### src/rtl/mplr_pkg.sv
// ----------------------------------------------------------------------------
// Midpoint line rasterizer package
// Shared transaction types, opcodes and sizing constants for the line engine.
// ----------------------------------------------------------------------------
`default_nettype none

package mplr_pkg;

    localparam int COORD_BITS_DEFAULT = 12;
    localparam int PIX_W              = 12;

    localparam logic OP_START = 1'b0;
    localparam logic OP_STEP  = 1'b1;

    typedef struct packed {
        logic             opcode;
        logic [PIX_W-1:0] x_start;
        logic [PIX_W-1:0] y_start;
        logic [PIX_W-1:0] x_end;
        logic [PIX_W-1:0] y_end;
    } mplr_in_t;

    typedef struct packed {
        logic [PIX_W-1:0] pixel_x;
        logic [PIX_W-1:0] pixel_y;
        logic             last_pixel;
    } mplr_out_t;

endpackage

`default_nettype wire

### src/rtl/midpoint_line_rasterizer_core.sv
// ----------------------------------------------------------------------------
// Midpoint line rasterizer core
// Loads two endpoints with a start transaction and emits one pixel of the
// line for each step transaction, flagging the final pixel.
// ----------------------------------------------------------------------------
// The core takes one transaction per clock while in_stall is low, and registers
// a step's pixel into its output buffer; the decision update is a single add and compare
// between the line state registers and the result register. A two-entry
// output buffer lets input keep flowing while one pixel waits downstream, so
// in_stall rises only when both entries are full.
`default_nettype none

module midpoint_line_rasterizer_core #(
    parameter int COORD_BITS = mplr_pkg::COORD_BITS_DEFAULT
) (
    input  logic               clk,
    input  logic               rst_n,
    input  logic               in_valid,
    output logic               in_stall,
    input  mplr_pkg::mplr_in_t in_data,
    output logic               out_valid,
    input  logic               out_stall,
    output mplr_pkg::mplr_out_t out_data
);
    import mplr_pkg::*;

    localparam int DEC_W = COORD_BITS + 3;
    localparam int STR_W = COORD_BITS + 2;

    typedef enum logic [2:0] {
        MODE_HORIZ,
        MODE_VERT,
        MODE_SHALLOW_POS,
        MODE_STEEP_POS,
        MODE_SHALLOW_NEG,
        MODE_STEEP_NEG,
        MODE_DIAG_RISE,
        MODE_DIAG_FALL
    } line_mode_t;

    logic [COORD_BITS-1:0]   cur_x_reg, cur_x_next;
    logic [COORD_BITS-1:0]   cur_y_reg, cur_y_next;
    logic signed [DEC_W-1:0] decision_reg, decision_next;
    logic [STR_W-1:0]        inc_str_reg, inc_str_next;
    logic signed [DEC_W-1:0] inc_diag_reg, inc_diag_next;
    logic [COORD_BITS-1:0]   major_end_reg, major_end_next;
    line_mode_t              mode_reg, mode_next;
    logic                    active_reg, active_next;
    logic                    first_reg, first_next;

    logic                    out_valid_reg;
    mplr_out_t               out_data_reg;
    logic                    skid_valid_reg;
    mplr_out_t               skid_data_reg;

    logic                    in_fire;
    logic                    out_fire;
    logic                    out_free;
    logic                    res_valid;
    mplr_out_t               res_data;

    logic [COORD_BITS-1:0]   xa, ya, xb, yb;
    logic signed [COORD_BITS:0] dx, dy;
    logic [COORD_BITS-1:0]   adx, ady;
    logic [COORD_BITS-1:0]   min_x, max_x, min_y, max_y;
    logic [COORD_BITS-1:0]   minor_len, major_len;
    logic signed [DEC_W-1:0] ld_dec, ld_diag;
    logic [STR_W-1:0]        ld_str;

    logic                    dec_pos;
    logic signed [DEC_W-1:0] dec_straight, dec_diag;
    logic [COORD_BITS-1:0]   adv_x, adv_y;
    logic signed [DEC_W-1:0] adv_dec;
    logic [COORD_BITS-1:0]   step_x, step_y, step_major;
    logic signed [DEC_W-1:0] step_dec;
    logic                    step_last;

    assign in_fire   = in_valid && !in_stall;
    assign in_stall  = skid_valid_reg;
    assign out_fire  = out_valid_reg && !out_stall;
    assign out_free  = !out_valid_reg || !out_stall;
    assign out_valid = out_valid_reg;
    assign out_data  = out_data_reg;

    always_comb
    begin
        xa = COORD_BITS'(in_data.x_start);
        ya = COORD_BITS'(in_data.y_start);
        xb = COORD_BITS'(in_data.x_end);
        yb = COORD_BITS'(in_data.y_end);
        dx = $signed({1'b0, xb}) - $signed({1'b0, xa});
        dy = $signed({1'b0, yb}) - $signed({1'b0, ya});
        adx = dx[COORD_BITS] ? COORD_BITS'(-dx) : COORD_BITS'(dx);
        ady = dy[COORD_BITS] ? COORD_BITS'(-dy) : COORD_BITS'(dy);
        min_x = (xa < xb) ? xa : xb;
        max_x = (xa < xb) ? xb : xa;
        min_y = (ya < yb) ? ya : yb;
        max_y = (ya < yb) ? yb : ya;
        minor_len = (ady < adx) ? ady : adx;
        major_len = (ady < adx) ? adx : ady;
        ld_dec  = DEC_W'({minor_len, 1'b0}) - DEC_W'(major_len);
        ld_str  = STR_W'({minor_len, 1'b0});
        ld_diag = DEC_W'({minor_len, 1'b0}) - DEC_W'({major_len, 1'b0});
    end

    always_comb
    begin
        dec_pos      = !decision_reg[DEC_W-1] && (decision_reg != '0);
        dec_straight = decision_reg + DEC_W'(inc_str_reg);
        dec_diag     = decision_reg + inc_diag_reg;
        adv_x        = cur_x_reg;
        adv_y        = cur_y_reg;
        adv_dec      = decision_reg;
        case (mode_reg)
            MODE_HORIZ:
            begin
                adv_x = cur_x_reg + COORD_BITS'(1);
            end
            MODE_VERT:
            begin
                adv_y = cur_y_reg + COORD_BITS'(1);
            end
            MODE_SHALLOW_POS, MODE_SHALLOW_NEG:
            begin
                adv_x = cur_x_reg + COORD_BITS'(1);
                if (dec_pos)
                begin
                    adv_dec = dec_diag;
                    adv_y   = (mode_reg == MODE_SHALLOW_POS) ? cur_y_reg + COORD_BITS'(1)
                                                             : cur_y_reg - COORD_BITS'(1);
                end
                else
                begin
                    adv_dec = dec_straight;
                end
            end
            MODE_STEEP_POS, MODE_STEEP_NEG:
            begin
                adv_y = cur_y_reg + COORD_BITS'(1);
                if (dec_pos)
                begin
                    adv_dec = dec_diag;
                    adv_x   = (mode_reg == MODE_STEEP_POS) ? cur_x_reg + COORD_BITS'(1)
                                                           : cur_x_reg - COORD_BITS'(1);
                end
                else
                begin
                    adv_dec = dec_straight;
                end
            end
            MODE_DIAG_RISE, MODE_DIAG_FALL:
            begin
                adv_x = (mode_reg == MODE_DIAG_RISE) ? cur_x_reg + COORD_BITS'(1)
                                                     : cur_x_reg - COORD_BITS'(1);
                adv_y = inc_str_reg[0] ? cur_y_reg - COORD_BITS'(1)
                                       : cur_y_reg + COORD_BITS'(1);
            end
            default:
            begin
                adv_x = cur_x_reg;
            end
        endcase

        step_x   = first_reg ? cur_x_reg : adv_x;
        step_y   = first_reg ? cur_y_reg : adv_y;
        step_dec = first_reg ? decision_reg : adv_dec;
        step_major = (mode_reg == MODE_VERT || mode_reg == MODE_STEEP_POS ||
                      mode_reg == MODE_STEEP_NEG) ? step_y : step_x;
        step_last  = (step_major == major_end_reg);

        res_valid           = in_fire && (in_data.opcode == OP_STEP) && active_reg;
        res_data.pixel_x    = PIX_W'(step_x);
        res_data.pixel_y    = PIX_W'(step_y);
        res_data.last_pixel = step_last;
    end

    always_comb
    begin
        cur_x_next     = cur_x_reg;
        cur_y_next     = cur_y_reg;
        decision_next  = decision_reg;
        inc_str_next   = inc_str_reg;
        inc_diag_next  = inc_diag_reg;
        major_end_next = major_end_reg;
        mode_next      = mode_reg;
        active_next    = active_reg;
        first_next     = first_reg;
        if (in_fire && in_data.opcode == OP_START)
        begin
            decision_next = '0;
            inc_str_next  = '0;
            inc_diag_next = '0;
            active_next   = 1'b1;
            first_next    = 1'b1;
            if (dy == '0)
            begin
                mode_next      = MODE_HORIZ;
                cur_x_next     = min_x;
                cur_y_next     = ya;
                major_end_next = max_x;
            end
            else if (dx == '0)
            begin
                mode_next      = MODE_VERT;
                cur_x_next     = xa;
                cur_y_next     = min_y;
                major_end_next = max_y;
            end
            else if (adx == ady)
            begin
                mode_next      = dx[COORD_BITS] ? MODE_DIAG_FALL : MODE_DIAG_RISE;
                inc_str_next   = STR_W'(dy[COORD_BITS]);
                cur_x_next     = xa;
                cur_y_next     = ya;
                major_end_next = xb;
            end
            else
            begin
                decision_next = ld_dec;
                inc_str_next  = ld_str;
                inc_diag_next = ld_diag;
                if (dx[COORD_BITS] == dy[COORD_BITS])
                begin
                    cur_x_next = min_x;
                    cur_y_next = min_y;
                    if (ady < adx)
                    begin
                        mode_next      = MODE_SHALLOW_POS;
                        major_end_next = max_x;
                    end
                    else
                    begin
                        mode_next      = MODE_STEEP_POS;
                        major_end_next = max_y;
                    end
                end
                else if (ady < adx)
                begin
                    mode_next      = MODE_SHALLOW_NEG;
                    cur_x_next     = min_x;
                    cur_y_next     = max_y;
                    major_end_next = max_x;
                end
                else
                begin
                    mode_next      = MODE_STEEP_NEG;
                    cur_x_next     = max_x;
                    cur_y_next     = min_y;
                    major_end_next = max_y;
                end
            end
        end
        else if (res_valid)
        begin
            cur_x_next    = step_x;
            cur_y_next    = step_y;
            decision_next = step_dec;
            first_next    = 1'b0;
            if (step_last)
            begin
                active_next = 1'b0;
            end
        end
    end

    always_ff @(posedge clk or negedge rst_n)
    begin
        if (!rst_n)
        begin
            cur_x_reg     <= '0;
            cur_y_reg     <= '0;
            decision_reg  <= '0;
            inc_str_reg   <= '0;
            inc_diag_reg  <= '0;
            major_end_reg <= '0;
            mode_reg      <= MODE_HORIZ;
            active_reg    <= 1'b0;
            first_reg     <= 1'b0;
        end
        else
        begin
            cur_x_reg     <= cur_x_next;
            cur_y_reg     <= cur_y_next;
            decision_reg  <= decision_next;
            inc_str_reg   <= inc_str_next;
            inc_diag_reg  <= inc_diag_next;
            major_end_reg <= major_end_next;
            mode_reg      <= mode_next;
            active_reg    <= active_next;
            first_reg     <= first_next;
        end
    end

    always_ff @(posedge clk or negedge rst_n)
    begin
        if (!rst_n)
        begin
            out_valid_reg  <= 1'b0;
            skid_valid_reg <= 1'b0;
        end
        else if (skid_valid_reg)
        begin
            if (out_fire)
            begin
                out_valid_reg  <= 1'b1;
                skid_valid_reg <= 1'b0;
            end
        end
        else if (res_valid)
        begin
            if (out_free)
            begin
                out_valid_reg <= 1'b1;
            end
            else
            begin
                skid_valid_reg <= 1'b1;
            end
        end
        else if (out_fire)
        begin
            out_valid_reg <= 1'b0;
        end
    end

    always_ff @(posedge clk)
    begin
        if (skid_valid_reg)
        begin
            if (out_fire)
            begin
                out_data_reg <= skid_data_reg;
            end
        end
        else if (res_valid)
        begin
            if (out_free)
            begin
                out_data_reg <= res_data;
            end
            else
            begin
                skid_data_reg <= res_data;
            end
        end
    end

endmodule

`default_nettype wire

### config.mk
export PLATFORM = sky130hd
export DESIGN_NAME = midpoint_line_rasterizer_core
export DESIGN_NICKNAME = d
export VERILOG_FILES = /design/src/rtl/mplr_pkg.sv /design/src/rtl/midpoint_line_rasterizer_core.sv
export SDC_FILE = /design/constraint.sdc
export NUM_CORES = 1
export LEC_CHECK = 0
export BUFFER_PORTS_ARGS = -buffer_cell sky130_fd_sc_hd__buf_2
export CAP_MARGIN = 20
export CORE_MARGIN = 4
export CORE_UTILIZATION = 30
export CTS_CLUSTER_SIZE = 25
export DETAILED_ROUTE_END_ITERATION = 8
export PLACE_DENSITY = 0.51
export SLEW_MARGIN = 15
export SYNTH_ARGS = -nofsm -noshare
export SYNTH_HDL_FRONTEND = slang
export SYNTH_SLANG_ARGS = --single-unit
### constraint.sdc
create_clock -name clk -period 5.4 [get_ports clk]
set_input_delay 0.27 -clock clk [delete_from_list [all_inputs] [get_ports clk]]
set_output_delay 0.27 -clock clk [all_outputs]
set_load 0.01 [all_outputs]
; Word level (Yosys, flattened, before mapping)
; Index checks and enable logic that the tools add are counted.
[word_totals]
register_bits = 137
out_inout_bits = 27
elab_cells = 158
[classes]
n_addsub = 12
order_cmp = 3
eq_ne = 13
mux = 76
bitwise_logic = 3
reduce_logical = 34
[op_table]
columns = op, count
row1 = 12-bit two-way mux, 35
row2 = 15-bit two-way mux, 11
row3 = 25-bit two-way mux, 4
row4 = 12-bit case mux with 3 select lines, 2
row5 = 13-bit two-way mux, 3
row6 = 12-bit less-than comparator, 3
row7 = 13-bit logical NOT, 2
row8 = 12-bit by 12-bit subtractor with 13-bit output, 2
row9 = 12-bit by 1-bit adder with 12-bit output (second input constant), 2
row10 = 12-bit equality test, 2
row11 = 12-bit negation, 2
row12 = 12-bit by 1-bit subtractor with 12-bit output (second input constant), 2
row13 = 1-bit two-way mux, 17
row14 = 15-bit by 14-bit adder with 15-bit output, 1
row15 = 15-bit adder, 1
row16 = 15-bit nonzero test, 1
row17 = 13-bit by 12-bit subtractor with 14-bit output, 1
row18 = 13-bit by 13-bit subtractor with 14-bit output, 1
row19 = 3-bit equality test (second input constant), 4
row20 = 3-bit two-way mux, 4
row21 = 3-bit AND reduction, 4
row22 = 2-bit nonzero test, 6
row23 = 3-bit by 2-bit equality test with 1-bit output (second input constant), 2
row24 = 1-bit logical AND, 6
row25 = other kinds (12), 23

; Logic depth before layout (Yosys ltp)
[logic_depth]
ltp_word = 10
depth_mapped = 42
depth_no_buf = 39

; Worst setup path after synthesis
; OpenSTA, ideal clock, no wires.
[synth_timing]
path_type = input -> register
startpoint = input port in_data[12] (netlist bit)
endpoint = register decision_reg[12]
setup_time_ps = 119
t_arrival_ps = 7793
required_ps = 5281
path_slack_ps = -2512
stages = 41
path_buffers = 4
path_cell_list = inv_1 > ha_1 > fa_1 > nand2b_1 > a211oi_2 > nor4_1 > a311o_1 > or3_1 > or4_1 > o21ai_0 > xnor2_1 > inv_1 > ha_1 > clkbuf_1 > nand2_1 > nor3_1 > o21ai_0 > o211a_1 > (+5 left out) > nor2_1 > a21oi_1 > ha_1 > nor2b_1 > o21ai_0 > nand2b_1 > and2_1 > o21ai_0 > a21oi_1 > o21ai_0 > nand2b_1 > a21o_1 > a21o_1 > a21o_1 > a21oi_1 > xor2_1 > o22ai_1 > o21a_1
[synth_via]
elab_chain_len = 10
word_cells_on_any_way = 13
[synth_lines]
columns = item, line_no
row1 = start: declaration, midpoint_line_rasterizer_core.sv:20  ; input mplr_pkg::mplr_in_t in_data,
row2 = 12-bit by 12-bit subtractor with 13-bit output *, midpoint_line_rasterizer_core.sv:91  ; dx = $signed({1'b0, xb}) - $signed({1'b0, xa});
row3 = 12-bit negation, midpoint_line_rasterizer_core.sv:93  ; adx = dx[COORD_BITS] ? COORD_BITS'(-dx) : COORD_BITS'(dx);
row4 = 12-bit two-way mux, midpoint_line_rasterizer_core.sv:93
row5 = 12-bit less-than comparator, "midpoint_line_rasterizer_core.sv:99, midpoint_line_rasterizer_core.sv:100"
row6 = 12-bit two-way mux (on tied branches), "midpoint_line_rasterizer_core.sv:99, midpoint_line_rasterizer_core.sv:100"
row7 = 13-bit by 12-bit subtractor with 14-bit output, midpoint_line_rasterizer_core.sv:101  ; ld_dec = DEC_W'({minor_len, 1'b0}) - DEC_W'(major_len);
row8 = 15-bit two-way mux, midpoint_line_rasterizer_core.sv:209  ; else if (adx == ady)
row9 = 15-bit two-way mux *, midpoint_line_rasterizer_core.sv:202  ; else if (dx == '0)
row10 = 15-bit two-way mux *, midpoint_line_rasterizer_core.sv:195  ; if (dy == '0)
row11 = 15-bit two-way mux *, midpoint_line_rasterizer_core.sv:188  ; if (in_fire && in_data.opcode == OP_START)
row12 = end signal: assignment, midpoint_line_rasterizer_core.sv:284  ; decision_reg <= decision_next;
row13 = end: declaration, midpoint_line_rasterizer_core.sv:43  ; logic signed [DEC_W-1:0] decision_reg, decision_next;
; Mark *: on every way between the ends. The rest lies on a longest branch, timed or not.
; A chain may end at the register's enable or synchronous reset.

; Final worst setup path
; Ends and elaborated chain as after synthesis.

==> parameters.txt <==
Parameter                              Value

Die
  Number of ports placed on the die boundary ... 80
  DIE HEIGHT ... 215 um
  Die area ... 0.0462 mm2
  Initial Utilization ... 0.305
  Core Region ... 0.0421 mm2
  Chip width ... 215 um
  FP Rows ... 75

Clocking
  CTS Root Cell ... clkbuf_16
  Max Buffers Root-to-Sink ... 2
  Clock slew at reported path FFs ... 0.06 ns
  Total clock buffers created by CTS ... 17
  Sink Count ... 134
  Clock latency on the worst-skew pair ... 0.43 ns
  H-tree level count ... 4
  TritonCTS clock tree ... built

Setup path
  Type of the worst setup path ... in -> reg
  Largest delay contributor family on the critical path ... compound AO/OA/AOI/OAI gates
  Crit path buffers/inverters ... 3
  Standard cell with the maximum stage delay on the critical path ... or4_4
  Required time of the critical path ... 5.71 ns
  Critical path peak fanout ... 5
  Launch instance of the worst register-to-register path ... decision_reg[9]$_DFFE_PN0P_
  Launching element of the worst setup path ... in_data[12]
  Reg2Reg Setup Slack ... 1.11 ns
  Endpoint class of the critical path ... register
  FF-to-FF End ... active_reg$_DFFE_PN0P_
  CP startpoint kind ... input port
  Arrival @ worst endpoint ... 6.52 ns
  Count of cells along the worst register-to-register path ... 15
  Number of logic stages on the critical path including buffering ... 38
  Critical path's most frequent cell ... a21o_1
  Largest stage delay, worst path ... 0.51 ns

Job
  Max_cap viols ... 0

Logic synthesis
  Share of the synthesized area in compound gates (AO/OA/AOI/OAI) ... 0.244
  Main combinational cell family by area after synthesis ... compound AO/OA/AOI/OAI gates
  Sequential share of the synthesized area ... 0.281
  Share of flip-flops with an asynchronous set or reset ... 0.627
  Simple-Gate Fraction of Synth Area ... 0.189
  Number of distinct standard cells referenced by the synthesized netlist ... 98
  Post-Synth Adder-Cell Area ... 0.0858
  Area share of xor/xnor cells in the synthesized design ... 0.0799
  Top FF cell, synth ... dfrtp_1
  Number of enable flip-flop cells after synthesis ... 50
  Syn_area_per_cell ... 8.11 um2
  Leading cell types by total area after synthesis ... dfrtp_1 16%, edfxtp_1 12%, ha_1 7.8%
  Synth Net Count ... 1721
  Mux cell area share after synthesis ... 0.0680
  FF+latch count, synth ... 134
  Share of the synthesized area in the top cell type ... 0.164
  Library cell with the largest summed area after synthesis ... dfrtp_1
  Yosys Warn Count ... 0
  Synthesized cell area ... 0.0128 mm2
  Count of mapped cells out of synthesis ... 1583

Timing
  Worst Slack Setup Final ... -0.802 ns
  Time the final worst path needs with I/O delays and setup ... 6.20 ns
  Fmax ... 161 MHz
  Final Max Slew Viols ... 0
  Headroom to the max-slew limit ... 0.397
  Final Hold Fails ... 0
  Final critical-path share of the clock period ... 1.15
  Pin slew with the least headroom to its limit ... 0.905 ns
  Fin Clk Skew ... 0.0127 ns
  Unrepaired setup endpoints after global routing ... yes
  Finish-stage setup viols ... 11
  Fin Setup TNS ... -5.74 ns

Pwr
  Power per Cell Area ... 697 mW/mm2
  Internal cell power ... 6.56 mW
  IR Drop Worst-Case VDD ... 0.305 mV
  Sw Ratio ... 0.459
  Net switching power of the design ... 5.57 mW
  Total leakage power ... 7.73 nW
  Clock network fraction of design power ... 0.105
  Total power ... 12.1 mW
  Seq pwr share ... 0.171
  Share of power burned in combinational logic ... 0.724

Finish
  Fraction of final layout cells sized beyond drive strength 1 ... 0.307
  Number of diodes ... 0
  Layout Area Growth over Synthesis ... 35.5%
  Number of nets in the layout ... 2069

Drt
  Total detailed-routing wirelength ... 43800 um
  Overall via count from detail_route ... 12.8k
  Routed wire length per instance ... 17.7 um
  Residual DRC ... 0
  Number of design-rule violations left by the first detailed-router iteration ... 937
  Antenna Nets Post-Route ... 0
  Number of vias per cell after detailed routing ... 5.17
  Detailed-router iteration count before antenna repair ... 5

Run status
  Violations in the final reports ... negative setup slack
  Status ... complete, but fails checks

Hold path
  Number of cells on the worst hold path ... 3
  End of the worst hold path ... out_valid$_DFFE_PN0P_
  Worst hold path class ... in -> reg
  Beginning of the worst hold path ... out_stall

Global route
  First-pass GRT wire length ... 69600 um
  Initial antenna violation count ... 0
  Pin count of the biggest net entering global routing ... 87
  Total global routing track utilization ... 0.186
  Number of global-route vias before repair ... 12.6k
  Total overflow reported by the global router ... 0

Place
  PortBufs ... 79
  Routability-driven placement congestion ratio ... 0.910
  Detailed placement HPWL ... 35000 um
  Post-placement worst setup slack ... -1.65 ns
[cells in the mapped netlist (all sizes together), types with 23 or more instances]
cell type / n
nand2: 163
nor2: 157
o21ai: 144
a21oi: 132
inv: 86
dfrtp: 84
ha: 80
clkbuf: 70
xnor2: 65
mux2i: 61
edfxtp: 50
xor2: 47
nor3: 38
nand3: 30
nand2b: 28
a211oi: 23
mux2: 23
[area by class of cell]
type,count,area (um2)
Fill cell,4199,24700
Tap cell,539,674
Multi-Input combinational cell,1281,9150
Timing Repair Buffer,411,2990
Sequential cell,134,3600
Inverter,86,330
Clock inverter,14,213
Clock buffer,18,429
[routing by layer]
| metal | vias up | share of wire | global-route usage |
|---|---|---|---|
| li1 | 6396 | - | - |
| met5 | - | 0 | 0 |
| met1 | 6093 | 0.48 | 0.266 |
| met2 | 310 | 0.46 | 0.298 |
| met3 | 45 | 0.043 | 0.0219 |
| met4 | 0 | 0.018 | 0.0499 |
[stage by stage]
stage               std cells  instance area (um2)  hold slack, ns   util
floorplan                1583                13000         -0.0256      -
global placement         2417                16000           0.225  0.379
detailed placement       2417                16000           0.221  0.379
CTS                      2468                17000           0.113  0.403
global route             2483                17400           0.144  0.413
finish                   2483                17400           0.133  0.413
[how the worst max path moves through the flow]
stage	end	slack, ns
after global routing	decision_reg[12]$_DFFE_PN0P_	-1.15
after detailed placement	decision_reg[12]$_DFFE_PN0P_	-1.65
final	decision_reg[12]$_DFFE_PN0P_	-0.80
after CTS	decision_reg[12]$_DFFE_PN0P_	-0.83
after global placement	decision_reg[12]$_DFFE_PN0P_	-1.48
after floorplan	decision_reg[12]$_DFFE_PN0P_	-1.58
[worst register-to-register path, delay by kind of cell (launching register included)]
family	cells	cell delay (ns)
compound gates	7	1.76
flops	1	0.42
xor+xnor	1	0.10
mux	1	0.32
simple gates	6	1.53
[power groups by stage]
| stage | clock network, mW | logic (mW) | registers, mW |
|---|---|---|---|
| floorplan | 0 | 5.19 | 1.85 |
| CTS | 1.30 | 8.29 | 2.06 |
| finish | 1.28 | 8.77 | 2.07 |
| global placement | 0 | 7.72 | 2.07 |
| detailed placement | 0 | 7.81 | 2.08 |
| global route | 1.34 | 9.63 | 2.13 |
[timing repair]
action,4_1_cts,5_1_grt
pin swaps,39,39
hold buffers,1,0
setup buffers,17,19
resized for setup,46,60
hold endpoints to repair,26,0
cloned,1,1
setup endpoints to repair,24,59
[cell usage in the layout (no fill, tap or decap), types with 26 or more instances in the layout]
master and instances:
edfxtp_1 50, xnor2_1 55, nand2b_1 26, dfrtp_1 84, ha_1 73, xor2_1 40
buf_4 318, nor2_1 148, o21ai_0 111, buf_2 76, nand2_1 157, mux2i_1 61
a21oi_1 112, nor3_1 30, inv_1 82, nand3_1 28
[kinds of logic after synthesis]
kind of cell               count (synthesis)
buffers and inverters                    169
muxes                                     84
and+or+nand+nor                          515
AOI/OAI and AO/OA                        484
adders and majority gates                 85
xor gates and xnor gates                 112
DFF                                      134
No activity file was read; power rests on OpenSTA's default activity.
